**src/phr_pkg.sv**
```systemverilog
`default_nettype none
// ----------------------------------------------------------------------------
// phr_pkg
// Shared types, constants, and the command and status structs of the heart-rate detector.
// ----------------------------------------------------------------------------
package phr_pkg;

    localparam int WINDOW_LEN     = 16;
    localparam int AVERAGE_TAPS   = 5;
    localparam int INTERVAL_DEPTH = 8;
    localparam int WIN_W = $clog2(WINDOW_LEN);
    localparam int AVG_W = (AVERAGE_TAPS > 1) ? $clog2(AVERAGE_TAPS) : 1;
    localparam int INT_W = (INTERVAL_DEPTH > 1) ? $clog2(INTERVAL_DEPTH) : 1;

    // Reciprocals for exact truncating division of magnitudes below 2^17.
    localparam int          RECIP_SHIFT = 22;
    localparam logic [22:0] AVG_RECIP   =
        23'(((1 << RECIP_SHIFT) + AVERAGE_TAPS - 1) / AVERAGE_TAPS);
    localparam logic [22:0] FIFTH_RECIP = 23'(((1 << RECIP_SHIFT) + 4) / 5);

    localparam logic [1:0] REG_ALPHA    = 2'd0;
    localparam logic [1:0] REG_AMBIENT  = 2'd1;
    localparam logic [1:0] REG_MIN_BEAT = 2'd2;

    localparam logic [15:0] BPM_NUMERATOR = 16'd60000;
    localparam logic [7:0]  BPM_LOW       = 8'd40;
    localparam logic [7:0]  BPM_HIGH      = 8'd180;

    typedef enum logic [3:0] {
        ST_IDLE,
        ST_EMA,
        ST_AVG,
        ST_SCAN,
        ST_THR,
        ST_PEAK,
        ST_SUM,
        ST_DIV,
        ST_RATE,
        ST_OUT
    } phr_state_t;

    typedef struct packed {
        logic load;
        logic ema;
        logic avg;
        logic scan_start;
        logic thr;
        logic peak;
        logic sum_start;
        logic div_start;
        logic rate;
        logic emit;
    } phr_cmd_t;

    typedef struct packed {
        logic scan_done;
        logic peak_hit;
        logic sum_done;
        logic div_done;
    } phr_status_t;

endpackage
`default_nettype wire

```
**src/phr_divider.sv**
```systemverilog
`default_nettype none
// ----------------------------------------------------------------------------
// phr_divider
// Restoring divider, one quotient bit per cycle, 35-bit dividend.
// ----------------------------------------------------------------------------
module phr_divider import phr_pkg::*; (
    input  wire logic        aclk,
    input  wire logic        aresetn,
    input  wire logic        start,
    input  wire logic [34:0] dividend,
    input  wire logic [34:0] divisor,
    output logic             done,
    output logic [34:0]      quotient
);
    logic [34:0] rem_reg, rem_next, quo_reg, quo_next, den_reg, den_next;
    logic [5:0]  cnt_reg, cnt_next;
    logic        busy_reg, busy_next;
    logic [35:0] trial;

    always_comb begin
        rem_next = rem_reg; quo_next = quo_reg; den_next = den_reg;
        cnt_next = cnt_reg; busy_next = busy_reg;
        trial = {rem_reg, quo_reg[34]};
        done = 1'b0;
        if (start) begin
            rem_next = '0; quo_next = dividend; den_next = divisor;
            cnt_next = 6'd35; busy_next = 1'b1;
        end else if (busy_reg) begin
            if (cnt_reg == 6'd0) begin
                busy_next = 1'b0;
                done = 1'b1;
            end else begin
                if (trial >= {1'b0, den_reg}) begin
                    rem_next = 35'(trial - {1'b0, den_reg});
                    quo_next = {quo_reg[33:0], 1'b1};
                end else begin
                    rem_next = trial[34:0];
                    quo_next = {quo_reg[33:0], 1'b0};
                end
                cnt_next = cnt_reg - 6'd1;
            end
        end
    end

    always_ff @(posedge aclk) begin
        if (!aresetn) begin
            busy_reg <= 1'b0;
            cnt_reg  <= '0;
        end else begin
            busy_reg <= busy_next;
            cnt_reg  <= cnt_next;
        end
        rem_reg <= rem_next;
        quo_reg <= quo_next;
        den_reg <= den_next;
    end

    assign quotient = quo_reg;
endmodule
`default_nettype wire

```
**src/phr_datapath.sv**
```systemverilog
`default_nettype none
// ----------------------------------------------------------------------------
// phr_datapath
// Filters, window scan, threshold, peak test, interval averaging and rate.
// ----------------------------------------------------------------------------
module phr_datapath import phr_pkg::*; (
    input  wire logic               aclk,
    input  wire logic               aresetn,
    input  wire phr_cmd_t           cmd,
    output phr_status_t             status,
    input  wire logic [8:0]         alpha_q8,
    input  wire logic [11:0]        ambient_baseline,
    input  wire logic [15:0]        min_beat_interval_ms,
    input  wire logic [11:0]        adc_sample,
    input  wire logic [31:0]        timestamp_ms,
    input  wire logic               finger_present,
    output logic                    finger,
    output logic signed [12:0]      filtered_value,
    output logic signed [12:0]      threshold_value,
    output logic                    peak_found,
    output logic [7:0]              beats_per_minute,
    output logic                    rate_valid
);
    logic signed [12:0] raw_reg;
    logic [31:0]        ts_reg;
    logic               finger_reg;
    logic signed [20:0] ema_reg, thr_acc_reg;
    logic signed [12:0] avg_ring_reg [AVERAGE_TAPS];
    logic [AVG_W-1:0]   avg_slot_reg;
    logic signed [12:0] win_ring_reg [WINDOW_LEN];
    logic [WIN_W-1:0]   win_slot_reg;
    logic [WIN_W:0]     scan_reg;
    logic               scanning_reg;
    logic signed [12:0] mn_reg, mx_reg, cur_reg, prev_reg;
    logic [31:0]        last_peak_reg;
    logic [31:0]        int_ring_reg [INTERVAL_DEPTH];
    logic [INT_W-1:0]   int_slot_reg;
    logic [INT_W:0]     sidx_reg;
    logic               summing_reg;
    logic [34:0]        sum_reg;
    logic [INT_W:0]     count_reg;
    logic [7:0]         rate_reg;
    logic               valid_reg, peak_reg;
    logic signed [12:0] thr_out_reg;
    logic signed [12:0] filt_out_reg;
    logic               peak_out_reg;
    logic [7:0]         rate_out_reg;
    logic               valid_out_reg;

    logic [8:0]         alpha_c;
    logic               div_done;
    logic [34:0]        quotient, dividend, divisor;

    assign alpha_c = (alpha_q8 == 9'd0) ? 9'd1 : (alpha_q8 > 9'd256 ? 9'd256 : alpha_q8);

    // acc' = floor((a*x*256 + (256-a)*acc) / 256) = a*x + floor((256-a)*acc/256)
    function automatic logic signed [20:0] ema_step(input logic [8:0] a,
                                                    input logic signed [20:0] acc,
                                                    input logic signed [12:0] x);
        logic signed [31:0] prod;
        logic signed [31:0] ax;
        prod = $signed({1'b0, 9'(9'd256 - a)}) * acc;
        ax   = $signed({1'b0, a}) * x;
        return 21'(ax + (prod >>> 8));
    endfunction

    function automatic logic signed [12:0] q8_int(input logic signed [20:0] acc);
        logic signed [20:0] t;
        t = acc + (acc[20] ? 21'sd255 : 21'sd0);
        return 13'(t >>> 8);
    endfunction

    function automatic logic [12:0] recip_div(input logic [16:0] x,
                                              input logic [22:0] r);
        logic [39:0] p;
        p = 40'(x) * 40'(r);
        return 13'(p >> RECIP_SHIFT);
    endfunction

    // Sum of the average ring with the entry being written this cycle already in
    // place, truncated toward zero division by the tap count.
    logic signed [16:0] avg_sum;
    logic signed [16:0] avg_abs;
    logic signed [12:0] avg_q;
    always_comb begin
        avg_sum = '0;
        for (int i = 0; i < AVERAGE_TAPS; i++)
            avg_sum = avg_sum + 17'((AVG_W'(i) == avg_slot_reg) ? q8_int(ema_reg)
                                                               : avg_ring_reg[i]);
        avg_abs = avg_sum[16] ? -avg_sum : avg_sum;
        avg_q = avg_sum[16] ? -recip_div($unsigned(avg_abs), AVG_RECIP)
                            : recip_div($unsigned(avg_abs), AVG_RECIP);
    end

    logic signed [15:0] nt_num;
    logic signed [15:0] nt_abs;
    logic signed [12:0] nt;
    always_comb begin
        nt_num = 16'sd5 * 16'(mn_reg) + 16'sd3 * (16'(mx_reg) - 16'(mn_reg));
        nt_abs = nt_num[15] ? -nt_num : nt_num;
        nt = nt_num[15] ? -recip_div({1'b0, $unsigned(nt_abs)}, FIFTH_RECIP)
                        : recip_div({1'b0, $unsigned(nt_abs)}, FIFTH_RECIP);
    end

    logic [31:0] interval;
    assign interval = ts_reg - last_peak_reg;
    assign status.peak_hit = (prev_reg > q8_int(thr_acc_reg)) && (cur_reg < prev_reg)
                             && (interval >= {16'd0, min_beat_interval_ms});
    assign status.scan_done = !scanning_reg && !cmd.scan_start;
    assign status.sum_done  = !summing_reg && !cmd.sum_start;
    assign status.div_done  = div_done;

    // The rate pass divides the constant by the mean that the first pass left.
    assign dividend = cmd.rate ? {19'd0, BPM_NUMERATOR} : sum_reg;
    assign divisor  = cmd.rate ? quotient : {{(35-INT_W-1){1'b0}}, count_reg};

    phr_divider u_div (
        .aclk(aclk), .aresetn(aresetn), .start(cmd.div_start),
        .dividend(dividend), .divisor(divisor), .done(div_done), .quotient(quotient)
    );

    always_ff @(posedge aclk) begin
        if (!aresetn) begin
            ema_reg <= '0; thr_acc_reg <= '0; avg_slot_reg <= '0; win_slot_reg <= '0;
            prev_reg <= '0; last_peak_reg <= '0; int_slot_reg <= '0;
            rate_reg <= '0; valid_reg <= 1'b0; peak_reg <= 1'b0;
            scanning_reg <= 1'b0; summing_reg <= 1'b0;
            thr_out_reg <= '0; finger_reg <= 1'b0;
            filt_out_reg <= '0; peak_out_reg <= 1'b0;
            rate_out_reg <= '0; valid_out_reg <= 1'b0;
            for (int i = 0; i < AVERAGE_TAPS; i++) avg_ring_reg[i] <= '0;
            for (int i = 0; i < WINDOW_LEN; i++) win_ring_reg[i] <= '0;
            for (int i = 0; i < INTERVAL_DEPTH; i++) int_ring_reg[i] <= '0;
        end else begin
            if (cmd.load) begin
                raw_reg    <= 13'($signed({1'b0, adc_sample}) - $signed({1'b0, ambient_baseline}));
                ts_reg     <= timestamp_ms;
                finger_reg <= finger_present;
                peak_reg   <= 1'b0;
            end
            if (cmd.ema) ema_reg <= ema_step(alpha_c, ema_reg, raw_reg);
            if (cmd.avg) begin
                avg_ring_reg[avg_slot_reg] <= q8_int(ema_reg);
                avg_slot_reg <= (avg_slot_reg == AVG_W'(AVERAGE_TAPS - 1)) ? '0
                                : AVG_W'(avg_slot_reg + AVG_W'(1));
            end
            if (cmd.scan_start) begin
                cur_reg <= avg_q;
                win_ring_reg[win_slot_reg] <= avg_q;
                win_slot_reg <= (win_slot_reg == WIN_W'(WINDOW_LEN - 1)) ? '0
                                : WIN_W'(win_slot_reg + WIN_W'(1));
                mn_reg <= 13'sd4095; mx_reg <= -13'sd4096;
                scan_reg <= '0;
                scanning_reg <= 1'b1;
            end else if (scanning_reg) begin
                if (win_ring_reg[scan_reg[WIN_W-1:0]] < mn_reg)
                    mn_reg <= win_ring_reg[scan_reg[WIN_W-1:0]];
                if (win_ring_reg[scan_reg[WIN_W-1:0]] > mx_reg)
                    mx_reg <= win_ring_reg[scan_reg[WIN_W-1:0]];
                if (scan_reg == (WIN_W+1)'(WINDOW_LEN - 1)) scanning_reg <= 1'b0;
                scan_reg <= scan_reg + (WIN_W+1)'(1);
            end
            if (cmd.thr) thr_acc_reg <= ema_step(alpha_c, thr_acc_reg, nt);
            if (cmd.peak) begin
                if (status.peak_hit) begin
                    peak_reg <= 1'b1;
                    last_peak_reg <= ts_reg;
                    int_ring_reg[int_slot_reg] <= interval;
                    int_slot_reg <= (int_slot_reg == INT_W'(INTERVAL_DEPTH - 1)) ? '0
                                    : INT_W'(int_slot_reg + INT_W'(1));
                end
                prev_reg <= cur_reg;
            end
            if (cmd.sum_start) begin
                sum_reg <= '0; count_reg <= '0; sidx_reg <= '0;
                summing_reg <= 1'b1;
            end else if (summing_reg) begin
                if (int_ring_reg[sidx_reg[INT_W-1:0]] != 32'd0) begin
                    sum_reg <= sum_reg + {3'd0, int_ring_reg[sidx_reg[INT_W-1:0]]};
                    count_reg <= count_reg + (INT_W+1)'(1);
                end
                if (sidx_reg == (INT_W+1)'(INTERVAL_DEPTH - 1)) summing_reg <= 1'b0;
                sidx_reg <= sidx_reg + (INT_W+1)'(1);
            end
            if (cmd.rate && !cmd.div_start) begin
                if (count_reg == '0 || quotient < 35'(BPM_LOW)
                    || quotient > 35'(BPM_HIGH)) begin
                    valid_reg <= 1'b0;
                end else begin
                    valid_reg <= 1'b1;
                    rate_reg  <= quotient[7:0];
                end
            end
            if (cmd.emit) begin
                thr_out_reg   <= q8_int(thr_acc_reg);
                filt_out_reg  <= prev_reg;
                peak_out_reg  <= peak_reg;
                rate_out_reg  <= rate_reg;
                valid_out_reg <= valid_reg;
            end
        end
    end

    assign finger           = finger_reg;
    assign filtered_value   = filt_out_reg;
    assign threshold_value  = thr_out_reg;
    assign peak_found       = peak_out_reg;
    assign beats_per_minute = rate_out_reg;
    assign rate_valid       = valid_out_reg;
endmodule
`default_nettype wire

```
**src/phr_controller.sv**
```systemverilog
`default_nettype none
// ----------------------------------------------------------------------------
// phr_controller
// Sequencer for one sample: filter, scan, threshold, peak, rate, result.
// ----------------------------------------------------------------------------
module phr_controller import phr_pkg::*; (
    input  wire logic        aclk,
    input  wire logic        aresetn,
    input  wire logic        s_valid,
    output logic             s_ready,
    output logic             m_valid,
    input  wire logic        m_ready,
    input  wire logic        finger,
    input  wire phr_status_t status,
    output phr_cmd_t         cmd
);
    phr_state_t state_reg, state_next;
    logic       out_reg, out_next;
    logic       div_second_reg, div_second_next;

    always_comb begin
        state_next = state_reg;
        out_next = out_reg && !m_ready;
        div_second_next = div_second_reg;
        case (state_reg)
            ST_IDLE: if (s_valid) state_next = ST_EMA;
            ST_EMA:  state_next = finger ? ST_AVG : ST_OUT;
            ST_AVG:  state_next = ST_SCAN;
            ST_SCAN: if (status.scan_done) state_next = ST_THR;
            ST_THR:  state_next = ST_PEAK;
            ST_PEAK: state_next = status.peak_hit ? ST_SUM : ST_OUT;
            ST_SUM:  if (status.sum_done) begin
                state_next = ST_DIV;
                div_second_next = 1'b0;
            end
            ST_DIV:  if (status.div_done) state_next = ST_RATE;
            ST_RATE: begin
                if (!div_second_reg) begin
                    div_second_next = 1'b1;
                    state_next = ST_DIV;
                end else begin
                    state_next = ST_OUT;
                end
            end
            ST_OUT:  if (!out_reg || m_ready) begin
                state_next = ST_IDLE;
                out_next = 1'b1;
            end
            default: state_next = ST_IDLE;
        endcase
    end

    always_comb begin
        cmd = '0;
        s_ready = (state_reg == ST_IDLE);
        case (state_reg)
            ST_IDLE: cmd.load = s_valid;
            ST_EMA:  cmd.ema = finger;
            ST_AVG:  cmd.avg = 1'b1;
            ST_SCAN: cmd.scan_start = 1'b0;
            ST_THR:  cmd.thr = 1'b1;
            ST_PEAK: begin
                cmd.peak = 1'b1;
                cmd.sum_start = status.peak_hit;
            end
            ST_SUM:  cmd.div_start = status.sum_done;
            ST_DIV:  cmd.div_start = 1'b0;
            ST_RATE: begin
                // The first pass gives the mean, the second turns it into a rate.
                cmd.rate = 1'b1;
                cmd.div_start = !div_second_reg;
            end
            ST_OUT:  cmd.emit = (!out_reg || m_ready);
            default: cmd = '0;
        endcase
        if (state_reg == ST_AVG) cmd.scan_start = 1'b1;
    end

    always_ff @(posedge aclk) begin
        if (!aresetn) begin
            state_reg <= ST_IDLE;
            out_reg <= 1'b0;
            div_second_reg <= 1'b0;
        end else begin
            state_reg <= state_next;
            out_reg <= out_next;
            div_second_reg <= div_second_next;
        end
    end

    assign m_valid = out_reg;

`ifndef SYNTHESIS
    a_no_accept_busy: assert property (@(posedge aclk) disable iff (!aresetn)
        (state_reg != ST_IDLE) |-> !s_ready) else $error("ready outside idle");
    a_out_hold: assert property (@(posedge aclk) disable iff (!aresetn)
        (m_valid && !m_ready) |=> m_valid) else $error("result dropped");
    a_load_once: assert property (@(posedge aclk) disable iff (!aresetn)
        cmd.load |=> (state_reg == ST_EMA)) else $error("load without start");
`endif
endmodule
`default_nettype wire

```
**src/ppg_heart_rate_detector_core.sv**
```systemverilog
`default_nettype none
// ----------------------------------------------------------------------------
// ppg_heart_rate_detector_core
// PPG heart-rate detector: filtering, adaptive threshold, peak and rate.
// ----------------------------------------------------------------------------
// One sample is taken at a time and its result is held in an output register
// until m_ready takes it. A sample with the finger absent passes EMA and OUT
// only; with a finger present and no peak it also passes AVG, SCAN, THR and
// PEAK, where SCAN steps through the 16-entry window at one entry a cycle.
// An accepted peak adds SUM over the 8-entry interval ring and two passes of a
// one-bit-per-cycle divider, each followed by the RATE state, which form the
// mean interval and then the rate. The next sample is taken while the previous
// result still waits on m_ready; a second finished result waits until the
// first has been taken.
module ppg_heart_rate_detector_core import phr_pkg::*; (
    input  wire logic               aclk,
    input  wire logic               aresetn,
    input  wire logic               cfg_we,
    input  wire logic [1:0]         cfg_index,
    input  wire logic [15:0]        cfg_data,
    input  wire logic               s_valid,
    output logic                    s_ready,
    input  wire logic [11:0]        s_adc_sample,
    input  wire logic [31:0]        s_timestamp_ms,
    input  wire logic               s_finger_present,
    output logic                    m_valid,
    input  wire logic               m_ready,
    output logic signed [12:0]      m_filtered_value,
    output logic signed [12:0]      m_threshold_value,
    output logic                    m_peak_found,
    output logic [7:0]              m_beats_per_minute,
    output logic                    m_rate_valid
);
    logic [8:0]  alpha_reg;
    logic [11:0] ambient_reg;
    logic [15:0] min_beat_reg;
    phr_cmd_t    cmd;
    phr_status_t status;
    logic        finger;

    always_ff @(posedge aclk) begin
        if (!aresetn) begin
            alpha_reg <= 9'd26;
            ambient_reg <= '0;
            min_beat_reg <= 16'd300;
        end else if (cfg_we) begin
            case (cfg_index)
                REG_ALPHA:    alpha_reg <= cfg_data[8:0];
                REG_AMBIENT:  ambient_reg <= cfg_data[11:0];
                REG_MIN_BEAT: min_beat_reg <= cfg_data;
                default:      ;
            endcase
        end
    end

    phr_controller u_ctrl (
        .aclk(aclk), .aresetn(aresetn), .s_valid(s_valid), .s_ready(s_ready),
        .m_valid(m_valid), .m_ready(m_ready), .finger(finger), .status(status), .cmd(cmd)
    );

    phr_datapath u_dp (
        .aclk(aclk), .aresetn(aresetn), .cmd(cmd), .status(status),
        .alpha_q8(alpha_reg), .ambient_baseline(ambient_reg),
        .min_beat_interval_ms(min_beat_reg),
        .adc_sample(s_adc_sample), .timestamp_ms(s_timestamp_ms),
        .finger_present(s_finger_present), .finger(finger),
        .filtered_value(m_filtered_value), .threshold_value(m_threshold_value),
        .peak_found(m_peak_found), .beats_per_minute(m_beats_per_minute),
        .rate_valid(m_rate_valid)
    );
endmodule
`default_nettype wire

```
**config.mk**
```make
export PLATFORM = sky130hd
export DESIGN_NAME = ppg_heart_rate_detector_core
export DESIGN_NICKNAME = d
export VERILOG_FILES = /design/src/phr_pkg.sv /design/src/phr_divider.sv /design/src/phr_datapath.sv /design/src/phr_controller.sv /design/src/ppg_heart_rate_detector_core.sv
export SDC_FILE = /design/constraint.sdc
export NUM_CORES = 2
export LEC_CHECK = 0
export ABC_AREA = 1
export CAP_MARGIN = 25
export CORE_MARGIN = 1
export CORE_UTILIZATION = 35
export DETAILED_ROUTE_END_ITERATION = 16
export DONT_BUFFER_PORTS = 1
export GPL_ROUTABILITY_DRIVEN = 1
export SETUP_SLACK_MARGIN = 0.4
export SLEW_MARGIN = 20
export SYNTH_ARGS = -nofsm -noshare
export SYNTH_HDL_FRONTEND = slang
export SYNTH_SLANG_ARGS = --single-unit
```
**constraint.sdc**
```tcl
create_clock -name aclk -period 30.1 [get_ports aclk]
set_input_delay 4.515 -clock aclk [delete_from_list [all_inputs] [get_ports aclk]]
set_output_delay 4.515 -clock aclk [all_outputs]
set_load 0.02 [all_outputs]
```
* Yosys cells after proc, flatten, opt, wreduce, memory -nomap -nowiden
Memories as Yosys holds them, arrays and structs flattened. A register that Yosys moved wholly into a read port is not among the register bits.
Index checks and enable logic that the tools add are counted.
Widths: inputs -> output; s select.
** Storage, ports and cells
- Register bits after elaboration :: 433
- RAM bits :: 529
- Input bits :: 68
- Memories kept :: 3
- Output and inout port bits :: 38
- Word-level logic and storage cells :: 260
** Operators by class
- Magnitude comparators :: 9
- Mux-type cells :: 94
- Multiply operators :: 8
- Reduce and logical (&&, ||, !) cells :: 51
- Eq/ne operators :: 26
- Add/sub/neg operators :: 26
- Bitwise operators :: 3
** Memory list
- u_dp.int_ring_reg :: words 8, width 32, read ports 1, clocked after memory_dff 1, write ports 8, line phr_datapath.sv:36 : logic [31:0] int_ring_reg [INTERVAL_DEPTH];
- u_dp.win_ring_reg :: words 16, width 13, read ports 1, clocked after memory_dff 1, write ports 16, line phr_datapath.sv:30 : logic signed [12:0] win_ring_reg [WINDOW_LEN];
- u_dp.avg_ring_reg :: words 5, width 13, read ports 5, clocked after memory_dff 0, write ports 5, line phr_datapath.sv:28 : logic signed [12:0] avg_ring_reg [AVERAGE_TAPS];
** Operators by type and width (number)
- $mux 35 :: 7
- $mux 13 :: 8
- $mux 17 :: 6
- $add 17x17->17 :: 4
- $mux 4 :: 16
- $mul 10x21->29 :: 2
- $add 21x21->21 :: 2
- $add 21x9->21 :: 2
- $mul 10x13->21 :: 2
- $pmux 4 s10 :: 1
- $mux 1 :: 37
- $ge 36x35->1 :: 1
- $add 35x32->35 :: 1
- $gt 35x8->1 const B :: 1
- $lt 35x6->1 const B :: 1
- $mul 16x20->35 const B :: 1
- $mul 17x20->35 const B :: 1
- $sub 35x35->35 :: 1
- $ge 32x16->1 :: 1
- $mux 32 :: 1
- $reduce_bool 32->1 :: 1
- $reduce_or 32->1 :: 1
- $sub 32x32->32 :: 1
- $gt 13x13->1 :: 2
- 51 further kinds :: 116

* Longest topological paths before layout
- Depth in word-level cells :: 13
- Depth in mapped cells :: 95
- Gate-level depth less buffers :: 93

* By module
Synthesis repeated with hierarchy kept, for this count alone.
** Unflattened totals
- Cells, all modules :: 9984
- Area, all modules :: 86239.0 um^2
** Modules (own cells, without submodules)
- phr_datapath :: area each 76956.3 um^2, cells each 8623, sequential area each 22912.0 um^2, times used 1
- phr_divider :: area each 7205.7 um^2, cells each 1047, sequential area each 2942.8 um^2, times used 1
- ppg_heart_rate_detector_core :: area each 1535.2 um^2, cells each 226, sequential area each 740.7 um^2, times used 1
- phr_controller :: area each 541.8 um^2, cells each 88, sequential area each 120.1 um^2, times used 1

* Worst setup path after synthesis
Ideal clock, no wire load.
- Path type :: reg2reg
- From :: register u_dp.mn_reg[0] (read register of u_dp.win_ring_reg)
- To :: register u_dp.thr_acc_reg[20]
- Cell stages (with the launch flop) :: 84
- Required time :: 29991 ps
- Arrival time :: 16320 ps
- Library setup time :: 109 ps
- Period minus slack after synthesis :: 16429 ps
- Setup slack :: 13671 ps
- Path buffers :: 4
- Cells stage by stage :: edfxtp_1 ha_1 fa_1 nand3b_1 and2_1 inv_1 a21oi_1 o21bai_1 a21oi_1 o21bai_1 a21oi_1 nor2_1 o21ai_0 nand2_1 a21oi_1 xor2_1 ha_1 fa_1 [... 48 more ...] fa_1 fa_1 inv_1 ha_1 inv_1 nor3_1 nor3b_1 nand4_1 nand3_1 xor2_1 xor2_1 nand4_1 nand2_1 inv_1 nand2_1 nand3_1 nand2_1 inv_1
** On the way
- Cells in the longest elaborated chain, start to end :: 10
- Elaborated cells on any way between the ends :: 11
- Classes of those cells :: add/sub: 5; mul: 4; mux: 2
** Ends and longest elaborated chain
- start: declaration :: line phr_datapath.sv:34 : logic signed [12:0] mn_reg, mx_reg, cur_reg, prev_reg;
- $sub 13x13->14 :: line phr_datapath.sv:99 : nt_num = 16'sd5 * 16'(mn_reg) + 16'sd3 * (16'(mx_reg) - 16'(mn_reg));
- $mul 3x16->16 :: line phr_datapath.sv:99
- $add 16x16->16 (*) :: line phr_datapath.sv:99
- $neg 16->16 :: line phr_datapath.sv:100 : nt_abs = nt_num[15] ? -nt_num : nt_num;
- $mux 16 :: line phr_datapath.sv:100
- $mul 16x20->35 :: line phr_datapath.sv:76 : p = 40'(x) * 40'(r);
- $neg 13->13 :: line phr_datapath.sv:101 : nt = nt_num[15] ? -recip_div({1'b0, $unsigned(nt_abs)}, FIFTH_RECIP)
- $mux 13 (*) :: line phr_datapath.sv:101
- $mul 10x13->21 (*) :: line phr_datapath.sv:63 : ax = $signed({1'b0, a}) * x;
- $add 21x21->21 (*) :: line phr_datapath.sv:64 : return 21'(ax + (prod >>> 8));
- end signal: assignment :: line phr_datapath.sv:163 : if (cmd.thr) thr_acc_reg <= ema_step(alpha_c, thr_acc_reg, nt);
- end: declaration :: line phr_datapath.sv:27 : logic signed [20:0] ema_reg, thr_acc_reg;
Mark *: on every way between the ends. The rest lies on a longest branch, timed or not.
A chain may end at the register's enable or synchronous reset.

* Worst setup path after layout
Ends and elaborated chain as after synthesis.

==> results.sh <==
export IMPL_outcome="finished clean"
export IMPL_placed_cells=12300
export IMPL_max_freq_mhz=54.6
export IMPL_avgSynthCellArea_um2=8.84
export IMPL_synth_warnings=0
export IMPL_ctsResizeCount=0
export IMPL_slowest_delay_ns=0.76
export IMPL_cp_arrival_ns=18.99
export IMPL_clock_sinks=969
export IMPL_holdBufCountCts=0
export IMPL_worstMarginPinSlew_ns=1.04
export IMPL_insertion_delay_ns=0.79
export IMPL_async_flop_share_pct=0
export IMPL_synthFlopType="edfxtp_1"
export IMPL_cp_slowest_cell="fa_1"
export IMPL_finalNonFillerCells=12500
export IMPL_grt_pass1_vias=63100
export IMPL_die_y_um=489
export IMPL_grt_pass1_wl_um=357000
export IMPL_wl_per_cell_um=18.1
export IMPL_antenna_found_initial=34
export IMPL_path_clk_slew_ns=0.07
export IMPL_synthToLayoutAreaGrowth_pct=8.18
export IMPL_setup_violations=0
export IMPL_slew_viol_final=0
export IMPL_drive_gt1_share_pct=3.66
export IMPL_core_um2=235000
export IMPL_cts_tree="built"
export IMPL_skew_ns=0.0387
export IMPL_rows=178
export IMPL_whs_ns=0.455
export IMPL_htree_levels=3
export IMPL_drt_total_wl_um=226000
export IMPL_fin_util_pct=38.1
export IMPL_drt_pass1_iterations=6
export IMPL_cp_start_kind="flop"
export IMPL_routabilityCongestion=0.911
export IMPL_hpwl_um=172000
export IMPL_crit_path_end_kind="flop"
export IMPL_nets=10800
export IMPL_critPathRequiredTime_ns=30.79
export IMPL_post_cts_buffers=0
export IMPL_cts_buffers=109
export IMPL_die_area_um2=239000
export IMPL_syn_nets=10900
export IMPL_ant_nets=0
export IMPL_root_buffer="clkbuf_16"
export IMPL_drt_iter0_drc=5010
export IMPL_initial_core_util_pct=35.2
export IMPL_min_period_over_period_pct=60.8
export IMPL_grt_max_degree=160
export IMPL_clock_path_buffers=3
export IMPL_worstHoldPathType="reg -> reg"
export IMPL_boundaryPins=106
export IMPL_synth_cell_types=69
export IMPL_period_minus_slack_ns=18.30
export IMPL_tns_ns=0
export IMPL_syn_inst=9369
export IMPL_slew_headroom_pct=30.4
export IMPL_path_class="reg -> reg"
export IMPL_yosysSeqAreaShare_pct=32.2
export IMPL_maxCapViolCount=0
export IMPL_rsz0062_at_grt="false"
export IMPL_netlist_area_um2=82800
export IMPL_port_buffers=0
export IMPL_cpMostUsedCell="inv_1"
export IMPL_die_w_um=489
export IMPL_final_cell_mix="inv_1, nor2_1, nand2_1"
export IMPL_track_usage_pct=19.0
export IMPL_num_vias=62400
export IMPL_layout_commonest_cell="inv_1"
export IMPL_synth_seq_cells=969
export IMPL_synth_edf_count=731
export IMPL_worst_path_max_fanout=20
export IMPL_drt_vias_per_instance=4.99
export IMPL_drc=0
export IMPL_largest_register_ffs=256
export IMPL_overflow=0
export IMPL_hold_viol=0
path summary, 6_finish.rpt:
path,startpoint,end,slack (ns),cells after the start
min reg2reg,u_dp.last_peak_reg[16],u_dp.last_peak_reg[16],0.46,2
max reg2reg,u_dp.mn_reg[0],u_dp.thr_acc_reg[20],11.80,82
max,u_dp.mn_reg[0],u_dp.thr_acc_reg[20],11.80,82
min,u_dp.last_peak_reg[16],u_dp.last_peak_reg[16],0.46,2
layout make-up:
cell class	count	area [um^2]
fillers	23700	146000
repair buffers	72	564
well taps	3150	3940
clock inverters	70	639
inverters	1717	6450
diodes	32	80.1
clock buffers	135	2920
flip-flops and latches	969	26700
multi-input cells	6370	48300
cells by family after synthesis:
logic type	Yosys count	synth area share [%]
AO/OA/AOI/OAI	1594	10.6
XOR/XNOR	318	3.44
adder cells (fa/ha/maj)	1495	29.4
buffers and inverters	2030	9.51
flip-flops	969	32.2
multiplexers	52	0.628
AND/OR/NAND/NOR	2911	14.2
cell usage after synthesis, types with 6 or more instances:
cell type     n  share of area (%)
inv_1      1676                7.6
nor2_1     1340                6.1
nand2_1    1194                5.4
fa_1        749                 18
ha_1        746                 11
edfxtp_1    731                 26
a21oi_1     639                3.9
o21ai_0     599                3.6
dfxtp_1     238                5.8
clkbuf_1    218               0.99
xor2_1      188                2.0
nand3_1     173                1.0
xnor2_1     123                1.3
o211ai_1     76               0.69
a31oi_1      59               0.45
nand4_1      55               0.42
mux2i_1      52               0.63
nor3_1       52               0.31
o22ai_1      39               0.29
buf_1        32               0.15
clkinv_1     30               0.14
o21bai_1     29               0.26
o21a_1       27               0.24
buf_2        25               0.15
buf_6        25               0.34
a21o_1       24               0.22
nor4_1       23               0.17
a211oi_1     15               0.14
nand3b_1     14               0.13
o21ai_1      14              0.085
or2_2        14               0.11
o31ai_1      13               0.12
inv_2        11              0.050
nand2_2      10              0.076
o221ai_1     10               0.11
o21ai_2       9              0.095
a221oi_1      8              0.085
buf_4         8              0.073
nand2_4       6              0.082
layer usage:
metal,up-vias,track usage (%),part of all wire (%)
li1,30000,-,-
met1,30500,25.4,44
met2,1605,31.6,47
met3,281,2.86,6.1
met4,20,5.82,2.6
met5,-,0,0.053
worst max-delay path, delay by kind of cell, from the launching register on:
family | cells | cell delay (ns)
compound gates | 9 | 1.54
simple gates | 31 | 4.24
xor+xnor | 5 | 0.98
flops | 1 | 0.42
buf+inv | 16 | 1.91
fa+ha+maj | 21 | 9.08
through the flow:
step | area (um^2) | setup WS (ns)
6_report | 89600 | 11.80
3_5_place_dp | 85900 | 11.87
3_3_place_gp | 85900 | 12.00
5_1_grt | 89600 | 10.48
2_1_floorplan | 82800 | 13.67
4_1_cts | 89500 | 11.86
Power is not shown: default switching activity piles up to over one toggle a cycle in this logic, so the estimate is an artifact.
